==> src/plsl_pkg.sv <==
// Shared constants, action codes and the cell command type of the list core.
`timescale 1ns / 1ps

package plsl_pkg;

  localparam int DEPTH  = 128;
  localparam int DATA_W = 32;
  localparam int ACT_W  = 2;
  localparam int POS_W  = 8;
  localparam int IDX_W  = 7;
  localparam int CNT_W  = 8;

  // first-match tree: groups of GRP cells, then a pick over the groups
  localparam int GRP    = 8;
  localparam int LGRP   = $clog2(GRP);
  localparam int NGRP   = DEPTH / GRP;
  localparam int NGRP_W = IDX_W - LGRP;

  localparam logic [ACT_W-1:0] ACT_INSERT = 2'd0;
  localparam logic [ACT_W-1:0] ACT_REMOVE = 2'd1;
  localparam logic [ACT_W-1:0] ACT_SEARCH = 2'd2;
  localparam logic [ACT_W-1:0] ACT_UPDATE = 2'd3;

  // broadcast from the controller to every cell
  typedef struct packed {
    logic              wr;
    logic [ACT_W-1:0]  act;
    logic [POS_W-1:0]  pos;
    logic [DATA_W-1:0] val;
    logic [CNT_W-1:0]  cnt;
  } cell_cmd_t;

endpackage

==> src/plsl_cell.sv <==
// One list cell: holds an entry, shifts with its neighbors, compares to the key.
`timescale 1ns / 1ps

module plsl_cell (
  input  logic                      clk,
  input  plsl_pkg::cell_cmd_t       cmd,
  input  logic [plsl_pkg::POS_W-1:0]  idx,
  input  logic [plsl_pkg::DATA_W-1:0] left_data,
  input  logic [plsl_pkg::DATA_W-1:0] right_data,
  output logic [plsl_pkg::DATA_W-1:0] data_o,
  output logic                      match_o
);
  import plsl_pkg::*;

  logic [DATA_W-1:0] data_r, data_nxt;
  logic              match_r, match_nxt;

  // shift or write, depending on where this cell sits against the position
  always_comb begin
    data_nxt = data_r;
    if (cmd.wr) begin
      case (cmd.act)
        ACT_INSERT: begin
          if (idx > cmd.pos) begin
            data_nxt = left_data;
          end else if (idx == cmd.pos) begin
            data_nxt = cmd.val;
          end
        end
        ACT_REMOVE: begin
          if (idx >= cmd.pos) begin
            data_nxt = right_data;
          end
        end
        ACT_UPDATE: begin
          if (idx == cmd.pos) begin
            data_nxt = cmd.val;
          end
        end
        default: data_nxt = data_r;
      endcase
    end
  end

  // only live cells can match
  assign match_nxt = (idx < POS_W'(cmd.cnt)) && (data_r == cmd.val);

  always_ff @(posedge clk) begin
    data_r  <= data_nxt;
    match_r <= match_nxt;
  end

  assign data_o  = data_r;
  assign match_o = match_r;

endmodule

==> config.mk <==
export PLATFORM = sky130hd
export DESIGN_NAME = plsl_cell
export DESIGN_NICKNAME = d
export VERILOG_FILES = /design/src/plsl_pkg.sv /design/src/plsl_cell.sv
export SDC_FILE = /design/constraint.sdc
export NUM_CORES = 1
export LEC_CHECK = 0
export BUFFER_PORTS_ARGS = -buffer_cell sky130_fd_sc_hd__buf_2
export CORE_AREA = 2 2 85 87
export CTS_BUF_LIST = sky130_fd_sc_hd__clkbuf_8
export DETAILED_ROUTE_END_ITERATION = 8
export DIE_AREA = 0 0 87 89
export GPL_ROUTABILITY_DRIVEN = 0
export MAX_ROUTING_LAYER = met4
export PLACE_DENSITY = 0.8
export SKIP_CTS_REPAIR_TIMING = 1
export SYNTH_ARGS = -nofsm -noshare
export SYNTH_HDL_FRONTEND = slang
export SYNTH_SLANG_ARGS = --single-unit
export TNS_END_PERCENT = 20
==> constraint.sdc <==
create_clock -name clk -period 3.8 [get_ports clk]
set_input_delay 0.57 -clock clk [delete_from_list [all_inputs] [get_ports clk]]
set_output_delay 0.57 -clock clk [all_outputs]
set_load 0.05 [all_outputs]
==> flow_summary.yaml <==
critical_path:
  cp_cell_sequence: "buf_2 -> ha_1 -> nand4_2 -> or2_2 -> a31oi_4 -> buf_4"
  critPathLaunch: "idx[5]"
  end_kind: "register"
  cp-start-kind: "input port"
  worst_ep_required_time_ps: 3720
  reg2reg_from: "data_o[17]$_DFFE_PP_"
  critPathBufInv: 2
  regToRegSetupSlack_ps: 1990
  cp_top_family: "simple AND/OR/NAND/NOR gates"
  critPathMaxFanout: 32
  crit_type: "input port to register"
  r2r-end: "match_o$_DFF_P_"
  cp.arrival_ps: 2390
  r2r_cells: 5
  max_stage_delay_ps: 550
  cpMaxStageDelayCell: "or2_2"
clocking:
  clk_path_buf_depth: 2
  cts.clk_slew.worst_paths_ps: 70
  cts_buffers: 5
  cts_tree: "yes"
  clkSinkCount: 33
  root_buffer: "clkbuf_8"
  htree_levels: 2
  insertion_delay_ps: 280
sta:
  max_freq_ghz: 0.4061
  hold_violations: 0
  period_share: 0.6479
  rsz0062_at_grt: "no"
  finClkSkew_ps: 7.750
  worstMarginPinSlew_ps: 956.4
  post-route-min-period_ps: 2462
  maxSlewViolCount: 0
  finalSetupTns_ps: 0
  setup_violations: 0
  slew_headroom: 0.3593
hold_path:
  whs_path_depth: 3
  hold_path_class: "input port to register"
  hold_end: "data_o[14]$_DFFE_PP_"
  hold_path_startpoint: "right_data[14]"
power_and_ir_drop:
  vdd_drop_max_mv: 0.1791
  combPwrFrac: 0.369
  seq_power_share: 0.416
  leakage_nw: 2.000
  total_power_mw: 1.153
  p_per_area_mw_per_mm2: 314.9
  intPower_mw: 0.7312
  switching_share: 0.3657
  clock_power_share: 0.215
  switchingPower_mw: 0.4217
floorplanning:
  start_util: 0.4112
  rows: 30
  dieHeight_um: 89
  coreArea_mm2: 0.006719
  die-area_mm2: 0.007743
  die_width_um: 87
  ios: 157
yosys:
  ys_seq_elements: 33
  synth_top_area_frac: 0.3478
  ys_warn_count: 0
  synth_fp_nets: 419
  synth_adder_area_share: 0.07699
  synth-simple-area-share: 0.08877
  synth_xor_area_frac: 0.1014
  synth_area_per_cell_um2: 9.938
  synth_top_family_by_area: "compound AO/OA/AOI/OAI gates"
  yosysUniqueCellTypes: 32
  synth_top_cell_by_area: "edfxtp_1"
  synth_compound_area_frac: 0.1544
  synthMuxAreaShare: 0.1159
  ys_seq_area_frac: 0.3551
  synth_area_mm2: 0.002763
  synth_cells: 278
  synthTopCellsByArea: "edfxtp_1 35%, mux2i_1 12%, o221ai_1 9.2%"
drt:
  wirelength_um: 7579
  ant_nets: 0
  wl_per_cell_um: 14.80
  viasPerCell: 5.135
  post-route-drc-count: 0
  drt-initial-drc-count: 78
  dr.pass1.iters: 4
  routed-via-count: 2629
global_routing:
  grt_antenna_before_repair: 0
  grt_pass1_vias: 2608
  grt_overflow: 0
  grt_pass1_wl_um: 11480
  grt_max_degree: 33
  grt_usage: 0.1961
finish:
  syn_to_final_growth_pct: 32.52
  diodes: 0
  final_nets: 572
  drive_gt1_frac: 0.4028
outcome:
  status: "completed"
placed_design:
  dp_hpwl_um: 6031
  numPortBuffers: 156
run:
  timing.max_cap.violations: 0
[area by class of cell]
cell class | instances | area [um^2]
fill | 665 | 3058
inverter | 48 | 180.2
tap | 80 | 100.1
timing repair buffer | 160 | 810.8
multi-input combinational | 183 | 1509
clock buffer | 5 | 68.82
sequential | 33 | 980.9
clock inverter | 3 | 11.26
[cells in the final DEF (no fill, tap or decap), drive strengths merged, types with 2 or more instances in the layout]
cell and instances:
a21o 4, a21oi 5, buf 160, clkbuf 5
edfxtp 32, ha 17, inv 51, mux2i 32
nand2 33, nand4 7, nor2 3, nor4 5
o211ai 2, o21ai 2, o221ai 32, xnor2 15
xor2 17
[tightest hold or removal path, stage by stage]
cell	delay, ps
buf_2	80
nand2_1	40
o221ai_1	50
[how the worst max path moves through the flow]
| stage | slack (ps) | end | cells past startpoint |
|---|---|---|---|
| 2_1_floorplan | 120 | data_o[0]$_DFFE_PP_ | 7 |
| 3_3_place_gp | 1100 | data_o[11]$_DFFE_PP_ | 6 |
| 3_5_place_dp | 1040 | data_o[17]$_DFFE_PP_ | 8 |
| 4_1_cts | 1340 | data_o[17]$_DFFE_PP_ | 8 |
| 5_1_grt | 1220 | data_o[17]$_DFFE_PP_ | 8 |
| 6_report | 1340 | data_o[27]$_DFFE_PP_ | 6 |
[flip-flops by register name, indices dropped and copies added, names as in the netlist]
name     count
data_o      32
match_o      1
[through the flow]
step / util / hold WS [ps] / setup WS (ps) / instance area [um^2] / instances
finish: 0.5449 / 574.2 / 1338 / 3661 / 512
global route: 0.5449 / 576.2 / 1222 / 3661 / 512
CTS: 0.5449 / 564.3 / 1339 / 3661 / 512
detailed placement: 0.5330 / 718.5 / 1043 / 3581 / 504
global placement: 0.5330 / 701.9 / 1103 / 3581 / 504
floorplan: - / 768.6 / 124.3 / 2763 / 278
[metal layers]
| metal | vias up | share of wire | GRT usage |
|---|---|---|---|
| met1 | 1209 | 0.41 | 0.2157 |
| met3 | 8 | 0.064 | 0.03416 |
| li1 | 1308 | - | - |
| met5 | - | 0 | - |
| met4 | 0 | 0.014 | 0.05824 |
| met2 | 104 | 0.52 | 0.3616 |
[power groups by stage]
stage / Combinational, mW / Clock, mW / Sequential, mW
detailed placement: 0.429 / 0 / 0.487
floorplan: 0.179 / 0 / 0.593
global route: 0.460 / 0.269 / 0.484
global placement: 0.420 / 0 / 0.487
finish: 0.425 / 0.248 / 0.480
CTS: 0.430 / 0.256 / 0.480
[Yosys cell counts, drive strengths merged]
master,count
inv,48
nand2,33
edfxtp,32
mux2i,32
o221ai,32
ha,17
xor2,17
xnor2,15
buf,10
nand4,7
a21oi,5
nor4,5
a21o,4
clkbuf,4
nor2,3
o211ai,2
o21ai,2
a2111oi,1
a31oi,1
dfxtp,1
nand2b,1
nand3,1
nor2b,1
nor3,1
o211a,1
o31a,1
or2,1
[logic make-up (layout without fill, tap and decap cells)]
group                    count (synthesis)  count (layout)
AO/OA/AOI/OAI                           49              49
XOR/XNOR                                32              32
adder cells (fa/ha/maj)                 17              17
buffers and inverters                   62             216
flip-flops                              33              33
multiplexers                            32              32
AND/OR/NAND/NOR                         53              53
Note: power is estimated with default switching activity, not from simulation.
